File: src/sv/dsc_pkg.sv
`timescale 1ns / 1ps
// Shared types, widths and codes of the drill sequence controller.
// No dependencies; the pattern store, sequencer and top-level files import this package.
package dsc_pkg;

  localparam int unsigned PATTERN_DEPTH = 64;
  localparam int unsigned ADDR_W = $clog2(PATTERN_DEPTH);
  localparam int unsigned PTR_W = $clog2(PATTERN_DEPTH + 1);

  localparam int unsigned CFG_DATA_W = 5;
  localparam int unsigned CFG_IDX_W = 3;

  localparam logic [7:0] END_MARK = 8'hFF;

  // control bit positions
  localparam int unsigned CTRL_PULSE = 0;
  localparam int unsigned CTRL_DIR = 1;
  localparam int unsigned CTRL_MOTOR = 2;
  localparam int unsigned CTRL_LOWER = 3;
  localparam int unsigned CTRL_ALARM = 4;
  localparam int unsigned CTRL_W = 5;

  typedef enum logic [1:0] {
    OP_TICK   = 2'd0,
    OP_APPEND = 2'd1,
    OP_CLEAR  = 2'd2,
    OP_START  = 2'd3
  } dsc_op_e;

  typedef enum logic [1:0] {
    OUT_NONE    = 2'd0,
    OUT_DONE    = 2'd1,
    OUT_BLOCKED = 2'd2,
    OUT_TIMEOUT = 2'd3
  } dsc_outcome_e;

  typedef enum logic [CFG_IDX_W-1:0] {
    CFG_PULSE_TICKS   = 3'd0,
    CFG_SPINUP_TICKS  = 3'd1,
    CFG_BEEP_ON_TICKS = 3'd2,
    CFG_BEEP_GAP      = 3'd3,
    CFG_MOVE_TIMEOUT  = 3'd4
  } dsc_cfg_idx_e;

  typedef struct packed {
    logic [3:0] pulse_ticks;
    logic [3:0] spinup_ticks;
    logic [3:0] beep_on_ticks;
    logic [3:0] beep_gap_ticks;
    logic [4:0] move_timeout_ticks;
  } dsc_cfg_t;

  typedef struct packed {
    logic [1:0] operation;
    logic [7:0] step_count;
    logic       at_reference;
    logic       drill_raised;
    logic       drill_lowered;
  } dsc_req_t;

  typedef struct packed {
    logic [CTRL_W-1:0] ctrl;
    logic              busy;
    dsc_outcome_e      outcome;
  } dsc_res_t;

  typedef struct packed {
    logic              we;
    logic [ADDR_W-1:0] waddr;
    logic [7:0]        wdata;
    logic [ADDR_W-1:0] raddr;
  } dsc_ram_req_t;

endpackage

File: src/sv/dsc_if.sv
`timescale 1ns / 1ps
// Valid/ready channel interfaces for request and result items.
// Plain field widths; no package needed.
interface dsc_req_if;
  logic       valid;
  logic       ready;
  logic [1:0] operation;
  logic [7:0] step_count;
  logic       at_reference;
  logic       drill_raised;
  logic       drill_lowered;

  modport source (output valid, operation, step_count, at_reference, drill_raised,
                  drill_lowered, input ready);
  modport sink (input valid, operation, step_count, at_reference, drill_raised,
                drill_lowered, output ready);
endinterface

interface dsc_rsp_if;
  logic       valid;
  logic       ready;
  logic       step_pulse;
  logic       step_direction;
  logic       motor_on;
  logic       lower_drill;
  logic       alarm_sound;
  logic       busy_res;
  logic [1:0] outcome;

  modport source (output valid, step_pulse, step_direction, motor_on, lower_drill,
                  alarm_sound, busy_res, outcome, input ready);
  modport sink (input valid, step_pulse, step_direction, motor_on, lower_drill,
                alarm_sound, busy_res, outcome, output ready);
endinterface

File: src/sv/dsc_pattern_ram.sv
`timescale 1ns / 1ps
// Hole pattern store: one write port, one registered read port.
// Depends on dsc_pkg.
module dsc_pattern_ram
  import dsc_pkg::*;
(
  input  logic         clk_i,
  input  dsc_ram_req_t req_i,
  output logic [7:0]   rdata_o
);

  logic [7:0] mem [PATTERN_DEPTH];
  logic [7:0] rdata_q;

  always_ff @(posedge clk_i) begin
    if (req_i.we) begin
      mem[req_i.waddr] <= req_i.wdata;
    end
    // forward a same-cycle write so the read sees the new entry
    if (req_i.we && (req_i.waddr == req_i.raddr)) begin
      rdata_q <= req_i.wdata;
    end else begin
      rdata_q <= mem[req_i.raddr];
    end
  end

  assign rdata_o = rdata_q;

endmodule

File: src/sv/dsc_sequencer.sv
`timescale 1ns / 1ps
// Drill run state machine: at most one state transition per request.
// Depends on dsc_pkg; drives the pattern store port.
module dsc_sequencer
  import dsc_pkg::*;
(
  input  logic         clk_i,
  input  logic         rst_ni,
  input  logic         step_i,
  input  dsc_req_t     req_i,
  input  dsc_cfg_t     cfg_i,
  input  logic [7:0]   entry_i,
  output dsc_ram_req_t ram_o,
  output dsc_res_t     res_o
);

  typedef enum logic [3:0] {
    PH_IDLE,
    PH_REF,
    PH_REF_PULSE,
    PH_SPINUP,
    PH_NSTEP,
    PH_NPULSE,
    PH_DOWN,
    PH_UP,
    PH_BEEP_STEP_ON,
    PH_BEEP_STEP_GAP,
    PH_BEEP_MOVE_ON,
    PH_BEEP_MOVE_GAP
  } phase_e;

  phase_e            phase_q, phase_d;
  logic [CTRL_W-1:0] ctrl_q, ctrl_d;
  logic [4:0]        wait_q, wait_d;
  logic [7:0]        steps_q, steps_d;
  logic [1:0]        beeps_q, beeps_d;
  logic [PTR_W-1:0]  load_q, load_d;
  logic [PTR_W-1:0]  run_q, run_d;
  dsc_outcome_e      outcome_d;

  logic              busy;
  logic              cnt_done;
  logic [4:0]        wait_dec;
  logic [PTR_W-1:0]  fetch_ptr;
  logic              fetch_end;
  logic [PTR_W-1:0]  raddr_ptr;
  logic [1:0]        beeps_dec;
  dsc_op_e           op;

  assign op        = dsc_op_e'(req_i.operation);
  assign busy      = (phase_q != PH_IDLE);
  assign cnt_done  = (wait_q <= 5'd1);
  assign wait_dec  = cnt_done ? 5'd0 : wait_q - 5'd1;
  assign beeps_dec = beeps_q - 2'd1;
  // the entry held in the read register belongs to this pointer
  assign fetch_ptr = (phase_q == PH_UP) ? run_q + PTR_W'(1) : run_q;
  assign fetch_end = (fetch_ptr >= load_q) || (fetch_ptr >= PTR_W'(PATTERN_DEPTH))
                     || (entry_i == END_MARK);

  always_comb begin
    phase_d   = phase_q;
    ctrl_d    = ctrl_q;
    wait_d    = wait_q;
    steps_d   = steps_q;
    beeps_d   = beeps_q;
    load_d    = load_q;
    run_d     = run_q;
    outcome_d = OUT_NONE;
    ram_o.we    = 1'b0;
    ram_o.waddr = load_q[ADDR_W-1:0];
    ram_o.wdata = req_i.step_count;

    if (step_i) begin
      if (busy) begin
        if (op == OP_TICK) begin
          case (phase_q)
            PH_REF: begin
              if (req_i.at_reference) begin
                if (ctrl_q[CTRL_MOTOR]) begin
                  if (fetch_end) begin
                    ctrl_d    = ctrl_q & (CTRL_W'(1) << CTRL_LOWER);
                    phase_d   = PH_IDLE;
                    outcome_d = OUT_DONE;
                  end else begin
                    steps_d          = entry_i;
                    ctrl_d[CTRL_DIR] = 1'b1;
                    phase_d          = PH_NSTEP;
                  end
                end else begin
                  ctrl_d[CTRL_MOTOR] = 1'b1;
                  wait_d             = {1'b0, cfg_i.spinup_ticks};
                  phase_d            = PH_SPINUP;
                end
              end else if (!req_i.drill_raised) begin
                ctrl_d[CTRL_ALARM] = 1'b1;
                beeps_d            = 2'd3;
                wait_d             = {1'b0, cfg_i.beep_on_ticks};
                phase_d            = PH_BEEP_STEP_ON;
              end else begin
                ctrl_d[CTRL_DIR]   = 1'b1;
                ctrl_d[CTRL_PULSE] = 1'b1;
                wait_d             = {1'b0, cfg_i.pulse_ticks};
                phase_d            = PH_REF_PULSE;
              end
            end
            PH_REF_PULSE: begin
              wait_d = wait_dec;
              if (cnt_done) begin
                ctrl_d[CTRL_DIR]   = 1'b0;
                ctrl_d[CTRL_PULSE] = 1'b0;
                phase_d            = PH_REF;
              end
            end
            PH_SPINUP: begin
              wait_d = wait_dec;
              if (cnt_done) begin
                if (fetch_end) begin
                  ctrl_d    = ctrl_q & (CTRL_W'(1) << CTRL_LOWER);
                  phase_d   = PH_IDLE;
                  outcome_d = OUT_DONE;
                end else begin
                  steps_d          = entry_i;
                  ctrl_d[CTRL_DIR] = 1'b1;
                  phase_d          = PH_NSTEP;
                end
              end
            end
            PH_NSTEP: begin
              if (steps_q == 8'd0) begin
                ctrl_d[CTRL_DIR]   = 1'b0;
                ctrl_d[CTRL_LOWER] = 1'b1;
                wait_d             = cfg_i.move_timeout_ticks;
                phase_d            = PH_DOWN;
              end else if (!req_i.drill_raised) begin
                ctrl_d[CTRL_ALARM] = 1'b1;
                beeps_d            = 2'd3;
                wait_d             = {1'b0, cfg_i.beep_on_ticks};
                phase_d            = PH_BEEP_STEP_ON;
              end else begin
                ctrl_d[CTRL_PULSE] = 1'b1;
                wait_d             = {1'b0, cfg_i.pulse_ticks};
                phase_d            = PH_NPULSE;
              end
            end
            PH_NPULSE: begin
              wait_d = wait_dec;
              if (cnt_done) begin
                ctrl_d[CTRL_PULSE] = 1'b0;
                steps_d            = steps_q - 8'd1;
                phase_d            = PH_NSTEP;
              end
            end
            PH_DOWN: begin
              if (req_i.drill_lowered) begin
                ctrl_d[CTRL_LOWER] = 1'b0;
                wait_d             = cfg_i.move_timeout_ticks;
                phase_d            = PH_UP;
              end else if (wait_q == 5'd0) begin
                ctrl_d[CTRL_ALARM] = 1'b1;
                beeps_d            = 2'd2;
                wait_d             = {1'b0, cfg_i.beep_on_ticks};
                phase_d            = PH_BEEP_MOVE_ON;
              end else begin
                wait_d = wait_q - 5'd1;
              end
            end
            PH_UP: begin
              if (req_i.drill_raised) begin
                run_d = fetch_ptr;
                if (fetch_end) begin
                  ctrl_d    = ctrl_q & (CTRL_W'(1) << CTRL_LOWER);
                  phase_d   = PH_IDLE;
                  outcome_d = OUT_DONE;
                end else begin
                  steps_d          = entry_i;
                  ctrl_d[CTRL_DIR] = 1'b1;
                  phase_d          = PH_NSTEP;
                end
              end else if (wait_q == 5'd0) begin
                ctrl_d[CTRL_ALARM] = 1'b1;
                beeps_d            = 2'd2;
                wait_d             = {1'b0, cfg_i.beep_on_ticks};
                phase_d            = PH_BEEP_MOVE_ON;
              end else begin
                wait_d = wait_q - 5'd1;
              end
            end
            PH_BEEP_STEP_ON, PH_BEEP_MOVE_ON: begin
              wait_d = wait_dec;
              if (cnt_done) begin
                ctrl_d[CTRL_ALARM] = 1'b0;
                beeps_d            = beeps_dec;
                if (beeps_dec == 2'd0) begin
                  ctrl_d    = ctrl_q & (CTRL_W'(1) << CTRL_LOWER);
                  phase_d   = PH_IDLE;
                  outcome_d = (phase_q == PH_BEEP_STEP_ON) ? OUT_BLOCKED : OUT_TIMEOUT;
                end else begin
                  wait_d  = {1'b0, cfg_i.beep_gap_ticks};
                  phase_d = (phase_q == PH_BEEP_STEP_ON) ? PH_BEEP_STEP_GAP
                                                         : PH_BEEP_MOVE_GAP;
                end
              end
            end
            PH_BEEP_STEP_GAP, PH_BEEP_MOVE_GAP: begin
              wait_d = wait_dec;
              if (cnt_done) begin
                ctrl_d[CTRL_ALARM] = 1'b1;
                wait_d             = {1'b0, cfg_i.beep_on_ticks};
                phase_d = (phase_q == PH_BEEP_STEP_GAP) ? PH_BEEP_STEP_ON
                                                        : PH_BEEP_MOVE_ON;
              end
            end
            default: begin
              phase_d = phase_q;
            end
          endcase
        end
      end else begin
        case (op)
          OP_APPEND: begin
            if (load_q < PTR_W'(PATTERN_DEPTH)) begin
              ram_o.we = 1'b1;
              load_d   = load_q + PTR_W'(1);
            end
          end
          OP_CLEAR: begin
            load_d = '0;
          end
          OP_START: begin
            run_d   = '0;
            steps_d = '0;
            beeps_d = '0;
            wait_d  = '0;
            phase_d = PH_REF;
          end
          default: begin
            phase_d = phase_q;
          end
        endcase
      end
    end

    // prefetch the entry the next fetch will need
    raddr_ptr   = (phase_d == PH_UP) ? run_d + PTR_W'(1) : run_d;
    ram_o.raddr = raddr_ptr[ADDR_W-1:0];
  end

  assign res_o.ctrl    = ctrl_d;
  assign res_o.busy    = (phase_d != PH_IDLE);
  assign res_o.outcome = outcome_d;

  always_ff @(posedge clk_i or negedge rst_ni) begin
    if (!rst_ni) begin
      phase_q <= PH_IDLE;
      ctrl_q  <= '0;
      wait_q  <= '0;
      steps_q <= '0;
      beeps_q <= '0;
      load_q  <= '0;
      run_q   <= '0;
    end else begin
      phase_q <= phase_d;
      ctrl_q  <= ctrl_d;
      wait_q  <= wait_d;
      steps_q <= steps_d;
      beeps_q <= beeps_d;
      load_q  <= load_d;
      run_q   <= run_d;
    end
  end

  a_load_bound: assert property (@(posedge clk_i) disable iff (!rst_ni)
    load_q <= PTR_W'(PATTERN_DEPTH))
    else $error("load pointer beyond store depth");

  a_alarm_phase: assert property (@(posedge clk_i) disable iff (!rst_ni)
    ctrl_q[CTRL_ALARM] == ((phase_q == PH_BEEP_STEP_ON) || (phase_q == PH_BEEP_MOVE_ON)))
    else $error("alarm bit out of step with beep phase");

  a_pulse_phase: assert property (@(posedge clk_i) disable iff (!rst_ni)
    ctrl_q[CTRL_PULSE] |-> ((phase_q == PH_REF_PULSE) || (phase_q == PH_NPULSE)))
    else $error("step pulse high outside a pulse phase");

endmodule

File: src/sv/drill_sequence_controller.sv
`timescale 1ns / 1ps
// Drill sequence controller top level: an accepted request lands in the input
// register, and the result register loads from it once that register is free or
// being drained; the controller takes one request per cycle while the sink keeps
// ready high, set by the single-pass state update between the two registers.
// Reset (rst_ni, async, active low) idles the run, clears controls and pointers,
// and loads register defaults; the pattern store needs no clearing pass.
module drill_sequence_controller
  import dsc_pkg::*;
(
  input  logic                  clk_i,
  input  logic                  rst_ni,
  dsc_req_if.sink               req_i,
  dsc_rsp_if.source             rsp_o,
  input  logic                  cfg_we_i,
  input  logic [CFG_IDX_W-1:0]  cfg_index_i,
  input  logic [CFG_DATA_W-1:0] cfg_data_i
);

  // configuration registers
  dsc_cfg_t     cfg_q;

  // input register
  logic         in_valid_q;
  dsc_req_t     in_q;

  // result register
  logic         out_valid_q;
  dsc_res_t     out_q;

  logic         advance;
  dsc_res_t     res;
  dsc_ram_req_t ram_req;
  logic [7:0]   entry;

  // Move the held request on when the result register is free or being drained.
  assign advance     = in_valid_q && (!out_valid_q || rsp_o.ready);
  assign req_i.ready = !in_valid_q || advance;

  always_ff @(posedge clk_i or negedge rst_ni) begin
    if (!rst_ni) begin
      cfg_q.pulse_ticks        <= 4'd2;
      cfg_q.spinup_ticks       <= 4'd4;
      cfg_q.beep_on_ticks      <= 4'd4;
      cfg_q.beep_gap_ticks     <= 4'd2;
      cfg_q.move_timeout_ticks <= 5'd20;
    end else if (cfg_we_i) begin
      // drop writes to indexes beyond the register list
      case (dsc_cfg_idx_e'(cfg_index_i))
        CFG_PULSE_TICKS:   cfg_q.pulse_ticks        <= cfg_data_i[3:0];
        CFG_SPINUP_TICKS:  cfg_q.spinup_ticks       <= cfg_data_i[3:0];
        CFG_BEEP_ON_TICKS: cfg_q.beep_on_ticks      <= cfg_data_i[3:0];
        CFG_BEEP_GAP:      cfg_q.beep_gap_ticks     <= cfg_data_i[3:0];
        CFG_MOVE_TIMEOUT:  cfg_q.move_timeout_ticks <= cfg_data_i;
        default:           cfg_q <= cfg_q;
      endcase
    end
  end

  // Hold the accepted request until the sequencer consumes it.
  always_ff @(posedge clk_i or negedge rst_ni) begin
    if (!rst_ni) begin
      in_valid_q <= 1'b0;
    end else if (req_i.ready) begin
      in_valid_q <= req_i.valid;
    end
  end

  always_ff @(posedge clk_i) begin
    if (req_i.ready && req_i.valid) begin
      in_q.operation     <= req_i.operation;
      in_q.step_count    <= req_i.step_count;
      in_q.at_reference  <= req_i.at_reference;
      in_q.drill_raised  <= req_i.drill_raised;
      in_q.drill_lowered <= req_i.drill_lowered;
    end
  end

  dsc_sequencer u_seq (
    .clk_i   (clk_i),
    .rst_ni  (rst_ni),
    .step_i  (advance),
    .req_i   (in_q),
    .cfg_i   (cfg_q),
    .entry_i (entry),
    .ram_o   (ram_req),
    .res_o   (res)
  );

  dsc_pattern_ram u_ram (
    .clk_i   (clk_i),
    .req_i   (ram_req),
    .rdata_o (entry)
  );

  // Result register: load on advance, clear valid once the sink takes it.
  always_ff @(posedge clk_i or negedge rst_ni) begin
    if (!rst_ni) begin
      out_valid_q <= 1'b0;
    end else if (advance) begin
      out_valid_q <= 1'b1;
    end else if (rsp_o.ready) begin
      out_valid_q <= 1'b0;
    end
  end

  always_ff @(posedge clk_i) begin
    if (advance) begin
      out_q <= res;
    end
  end

  assign rsp_o.valid          = out_valid_q;
  assign rsp_o.step_pulse     = out_q.ctrl[CTRL_PULSE];
  assign rsp_o.step_direction = out_q.ctrl[CTRL_DIR];
  assign rsp_o.motor_on       = out_q.ctrl[CTRL_MOTOR];
  assign rsp_o.lower_drill    = out_q.ctrl[CTRL_LOWER];
  assign rsp_o.alarm_sound    = out_q.ctrl[CTRL_ALARM];
  assign rsp_o.busy_res       = out_q.busy;
  assign rsp_o.outcome        = out_q.outcome;

  a_advance_fills: assert property (@(posedge clk_i) disable iff (!rst_ni)
    advance |=> out_valid_q)
    else $error("consumed request produced no result");

  a_outcome_idle: assert property (@(posedge clk_i) disable iff (!rst_ni)
    (out_valid_q && (out_q.outcome != OUT_NONE)) |-> !out_q.busy)
    else $error("run outcome reported while still busy");

endmodule
File: src/flat_wrapper.sv
// flat-port wrapper written by rule: the top's interface ports become plain ports
module drill_sequence_controller_flat import dsc_pkg::*;
  (clk_i, rst_ni, cfg_we_i, cfg_index_i, cfg_data_i, req_i_valid, req_i_operation, req_i_step_count, req_i_at_reference, req_i_drill_raised, req_i_drill_lowered, req_i_ready, rsp_o_valid, rsp_o_step_pulse, rsp_o_step_direction, rsp_o_motor_on, rsp_o_lower_drill, rsp_o_alarm_sound, rsp_o_busy_res, rsp_o_outcome, rsp_o_ready);
  dsc_req_if req_i_i ();
  dsc_rsp_if rsp_o_i ();
  input  logic clk_i;
  input  logic rst_ni;
  input  logic cfg_we_i;
  input  logic [CFG_IDX_W-1:0] cfg_index_i;
  input  logic [CFG_DATA_W-1:0] cfg_data_i;
  input wire logic [$bits(req_i_i.valid)-1:0] req_i_valid;
  input wire logic [$bits(req_i_i.operation)-1:0] req_i_operation;
  input wire logic [$bits(req_i_i.step_count)-1:0] req_i_step_count;
  input wire logic [$bits(req_i_i.at_reference)-1:0] req_i_at_reference;
  input wire logic [$bits(req_i_i.drill_raised)-1:0] req_i_drill_raised;
  input wire logic [$bits(req_i_i.drill_lowered)-1:0] req_i_drill_lowered;
  output wire logic [$bits(req_i_i.ready)-1:0] req_i_ready;
  output wire logic [$bits(rsp_o_i.valid)-1:0] rsp_o_valid;
  output wire logic [$bits(rsp_o_i.step_pulse)-1:0] rsp_o_step_pulse;
  output wire logic [$bits(rsp_o_i.step_direction)-1:0] rsp_o_step_direction;
  output wire logic [$bits(rsp_o_i.motor_on)-1:0] rsp_o_motor_on;
  output wire logic [$bits(rsp_o_i.lower_drill)-1:0] rsp_o_lower_drill;
  output wire logic [$bits(rsp_o_i.alarm_sound)-1:0] rsp_o_alarm_sound;
  output wire logic [$bits(rsp_o_i.busy_res)-1:0] rsp_o_busy_res;
  output wire logic [$bits(rsp_o_i.outcome)-1:0] rsp_o_outcome;
  input wire logic [$bits(rsp_o_i.ready)-1:0] rsp_o_ready;
  assign req_i_i.valid = req_i_valid;
  assign req_i_i.operation = req_i_operation;
  assign req_i_i.step_count = req_i_step_count;
  assign req_i_i.at_reference = req_i_at_reference;
  assign req_i_i.drill_raised = req_i_drill_raised;
  assign req_i_i.drill_lowered = req_i_drill_lowered;
  assign req_i_ready = req_i_i.ready;
  assign rsp_o_valid = rsp_o_i.valid;
  assign rsp_o_step_pulse = rsp_o_i.step_pulse;
  assign rsp_o_step_direction = rsp_o_i.step_direction;
  assign rsp_o_motor_on = rsp_o_i.motor_on;
  assign rsp_o_lower_drill = rsp_o_i.lower_drill;
  assign rsp_o_alarm_sound = rsp_o_i.alarm_sound;
  assign rsp_o_busy_res = rsp_o_i.busy_res;
  assign rsp_o_outcome = rsp_o_i.outcome;
  assign rsp_o_i.ready = rsp_o_ready;
  drill_sequence_controller u_core (.clk_i(clk_i), .rst_ni(rst_ni), .req_i(req_i_i), .rsp_o(rsp_o_i), .cfg_we_i(cfg_we_i), .cfg_index_i(cfg_index_i), .cfg_data_i(cfg_data_i));
endmodule
File: config.mk
export PLATFORM = sky130hd
export DESIGN_NAME = drill_sequence_controller_flat
export DESIGN_NICKNAME = d
export VERILOG_FILES = /design/src/sv/dsc_pkg.sv /design/src/sv/dsc_if.sv /design/src/sv/dsc_pattern_ram.sv /design/src/sv/dsc_sequencer.sv /design/src/sv/drill_sequence_controller.sv /design/src/flat_wrapper.sv
export SDC_FILE = /design/constraint.sdc
export NUM_CORES = 1
export LEC_CHECK = 0
export BUFFER_PORTS_ARGS = -buffer_cell sky130_fd_sc_hd__buf_2
export CORE_MARGIN = 2
export CORE_UTILIZATION = 50
export CTS_CLUSTER_DIAMETER = 50
export CTS_CLUSTER_SIZE = 40
export DETAILED_ROUTE_END_ITERATION = 8
export PLACE_DENSITY = 0.72
export SLEW_MARGIN = 25
export SYNTH_ARGS = -nofsm -noshare
export SYNTH_HDL_FRONTEND = slang
export SYNTH_SLANG_ARGS = --single-unit
File: constraint.sdc
create_clock -name clk_i -period 7.9 [get_ports clk_i]
set_input_delay 1.185 -clock clk_i [delete_from_list [all_inputs] [get_ports clk_i]]
set_output_delay 1.185 -clock clk_i [all_outputs]
set_load 0.05 [all_outputs]
==> impl_metrics.toml <==
[status]
outcome = "finished, final reports clean"

[power]
ir_drop_v = 0.0002205
leakage_nw = 8.927
power.density_nw_per_um2 = 298.6

[worst_setup_path]
end_kind = "register"
slowest_delay_ns = 0.95
slowest_stage = "dfxtp_4"
critPathKind = "reg -> reg"
cp_top_family = "simple AND/OR/NAND/NOR gates"
worst-path-buf-inv = 1
cp-start-kind = "register"
rrSetupSlack_ns = 3.13
cp.arrival_ns = 5.11
critical_path.max_fanout = 59
worstPathRequired_ns = 8.24
crit_chain = "buf_4 -> mux2i_1 -> a221oi_1 -> a22o_1 -> o21ai_1 -> or4_4 -> nand2_4 -> o21ai_2 -> or4_1"

[clock_network]
clkTransAtPathRegs_ns = 0.07
h-tree-depth = 2
cts_tree = "done"
clkSinkCount = 600
cts-resized-gates = 0
cts_hold_buf = 0
post_cts_buffers = 0
cts_buffer_depth = 3
clockRootBuffer = "clkbuf_16"
cts_inserted_buffers = 51
clk_latency_ns = 0.64

[floorplanning]
die_x_um = 230.1
start_util_pct = 50.85
core_area_sq_um = 50270
die_h_um = 230.1
die-area_sq_um = 52960
io_pins = 36
row_count = 82

[timing]
hold_viol = 0
finClkSkew_ns = 0.04817
slew_headroom_pct = 33.15
finalSetupViolations = 0
tightest_slew_ns = 0.9990
setup_tns_ns = 0
finalCritPeriodShare_pct = 60.37
fin_crit_ns = 4.769
max_freq_mhz = 209.7
rsz0062_at_grt = "false"
slew_viol_final = 0

[yosys]
synth-simple-area-share_pct = 6.299
syn_area_per_cell_sq_um = 16.68
syn_nets = 1577
yosys-mux-area-fraction_pct = 14.23
yosys.area.top_type = "edfxtp_1"
seq_area_frac_synth_pct = 69.07
yosysWarnings = 0
synth_area_leaders = "edfxtp_1 (63%), mux4_2 (7.8%), dfrtp_1 (5.4%), mux2i_1 (2.6%), mux4_1 (2.6%)"
synth_async_sr_flop_share_pct = 10.17
synth_top_area_share_pct = 62.60
syn-cell-area_sq_um = 25570
synth_xor_xnor_area_share_pct = 0.4796
synth_compound_area_share_pct = 6.455
yosys.area_share.adder_pct = 0.8809
synth_top_family_by_area = "multiplexers"
synth_cell_types = 80
synthCells = 1533
synthFlopType = "edfxtp_1"
synth_edf_count = 533
ys_ff_latch = 600

[grt]
grt_pass1_wl_um = 89160
grt_max_degree = 95
grt_overflow_total = 0
grt_usage_pct = 22.51
antenna_found_initial = 1
first_global_vias = 13984

[drt]
dr.first_iter.drc_count = 1941
drc = 0
via_per_inst = 6.363
ant_nets = 0
wl_um = 59300
route.vias.total = 14507
dr.pass1.iters = 8
wire_per_inst_um = 26.01

[min_path]
hold_class = "reg -> reg"

[job]
max_cap_viol_count = 0

[cells_and_area]
final_util_pct = 55.76
drive_above_1_share_pct = 18.16
area_growth_pct = 9.651
finalNetCount = 1609
n_antenna_cell = 0

[placement]
routabilityCongestion = 1.005
port_buffers = 35
dp_hpwl_um = 36820
final cells by class:
type / count / area, sq um
well taps: 672 / 840.8
inverters: 31 / 116.4
multi-input cells: 825 / 7258
flip-flops and latches: 600 / 17670
clock buffers: 53 / 1305
clock inverters: 43 / 496.7
repair buffers: 56 / 345.3
fillers: 3828 / 22240
worst paths after layout:
path                                   startpoint                      end  cells past startpoint
max                                      register    u_core.rsp_o.busy_res                      9
min                        u_core.u_seq.ctrl_q[0]   u_core.u_seq.ctrl_q[0]                      1
max reg2reg                              register    u_core.rsp_o.busy_res                      9
min reg2reg                u_core.u_seq.ctrl_q[0]   u_core.u_seq.ctrl_q[0]                      1
max in group asynchronous                  rst_ni  u_core.u_seq.steps_q[0]                      2
min in group asynchronous                  rst_ni         u_core.cfg_q[17]                      2
synth_stat cells (all sizes together), types with 6 or more instances:
cell type and instances:
mux2i 66, dfstp 6, dfrtp 55, clkbuf 32, ha 18, nor4 11, mux2 30, nor2b 14
o2111ai 8, and2 15, a2111oi 6, a221oi 9, a21oi 40, inv 31, a211o 7, a211oi 10
nand2b 13, o22ai 13, edfxtp 533, buf 45, mux4 113, a21o 12, xnor2 13, nand2 88
nand3 29, a31oi 12, a22oi 20, nor2 120, nand4 8, o211ai 7, nor3 24, o21a 6
o21ai 53, dfxtp 6, o221ai 7
kinds of logic after synthesis:
group,Yosys count
xor+xnor,14
flops,600
simple gates,343
compound gates,241
buf+inv,108
mux,209
fa+ha+maj,18
cells in the final DEF (no fill, tap or decap), types with 7 or more instances in the layout:
master / synthesis / routed
nor2_1: 120 / 120
a31oi_1: 12 / 12
nor2b_1: 13 / 13
inv_1: 31 / 31
a21o_1: 12 / 12
clkbuf_16: 0 / 52
and2_1: 14 / 14
inv_6: 0 / 8
a22oi_1: 20 / 20
nand2b_1: 13 / 13
xnor2_1: 13 / 13
edfxtp_1: 533 / 533
mux2i_1: 66 / 66
nand4_1: 8 / 8
buf_4: 11 / 20
nor4_1: 9 / 8
o21ai_0: 51 / 51
a211oi_1: 10 / 10
nand2_1: 87 / 87
a221oi_1: 8 / 8
buf_2: 16 / 35
o2111ai_1: 8 / 8
mux4_2: 88 / 88
nand3_1: 29 / 29
ha_1: 18 / 18
dfrtp_1: 55 / 55
inv_8: 0 / 7
o22ai_1: 13 / 13
nor3_1: 24 / 24
o221ai_1: 7 / 7
a211o_1: 7 / 7
o211ai_1: 7 / 7
mux4_1: 25 / 25
a21oi_1: 40 / 40
mux2_2: 30 / 30
power breakdown:
group	internal (mW)	switching (mW)	total (mW)
Sequential	3.58	0.200	3.78
Clock	1.36	1.31	2.67
Combinational	0.800	1.12	1.92
Total	5.74	2.64	8.37
metal layers:
metal	up-vias	track usage, %	wire length, um
met1	7424	31.68	24050
met2	725	35.10	28070
met4	2	9.173	2228
li1	6204	-	-
met3	152	3.968	4943
met5	-	0	12
flip-flops by register name, summed over array words and instances (netlist names), named ones only:
name / cells
u_core.in_q: 13
u_core.u_seq.steps_q: 8
u_core.rsp_o.motor_on: 1
u_core.rsp_o.valid: 1
u_core.rsp_o.step_pulse: 1
u_core.rsp_o.step_direction: 1
u_core.rsp_o.outcome: 2
u_core.u_seq.beeps_q: 2
u_core.u_seq.ctrl_q: 5
u_core.rsp_o.lower_drill: 1
u_core.u_seq.load_q: 7
u_core.u_seq.phase_q: 4
u_core.u_seq.run_q: 7
u_core.u_seq.wait_q: 5
u_core.cfg_q: 21
u_core.in_valid_q: 1
u_core.u_ram.mem: 512
u_core.rsp_o.busy_res: 1
u_core.rsp_o.alarm_sound: 1
stage by stage:
stage / power (mW) / area (sq um) / cells / hold WS (ns) / setup WS [ns]
after CTS: 8.375 / 28030 / 2280 / 0.4926 / 3.216
after detailed placement: 5.731 / 26230 / 2184 / 0.4767 / 3.255
after global placement: 5.699 / 26230 / 2184 / 0.4704 / 3.372
after global routing: 8.670 / 28030 / 2280 / 0.5263 / 2.948
final: 8.372 / 28030 / 2280 / 0.4865 / 3.131
after floorplan: 5.303 / 25570 / 1533 / 0.4416 / 4.497
(Power assumes the default switching activity.)
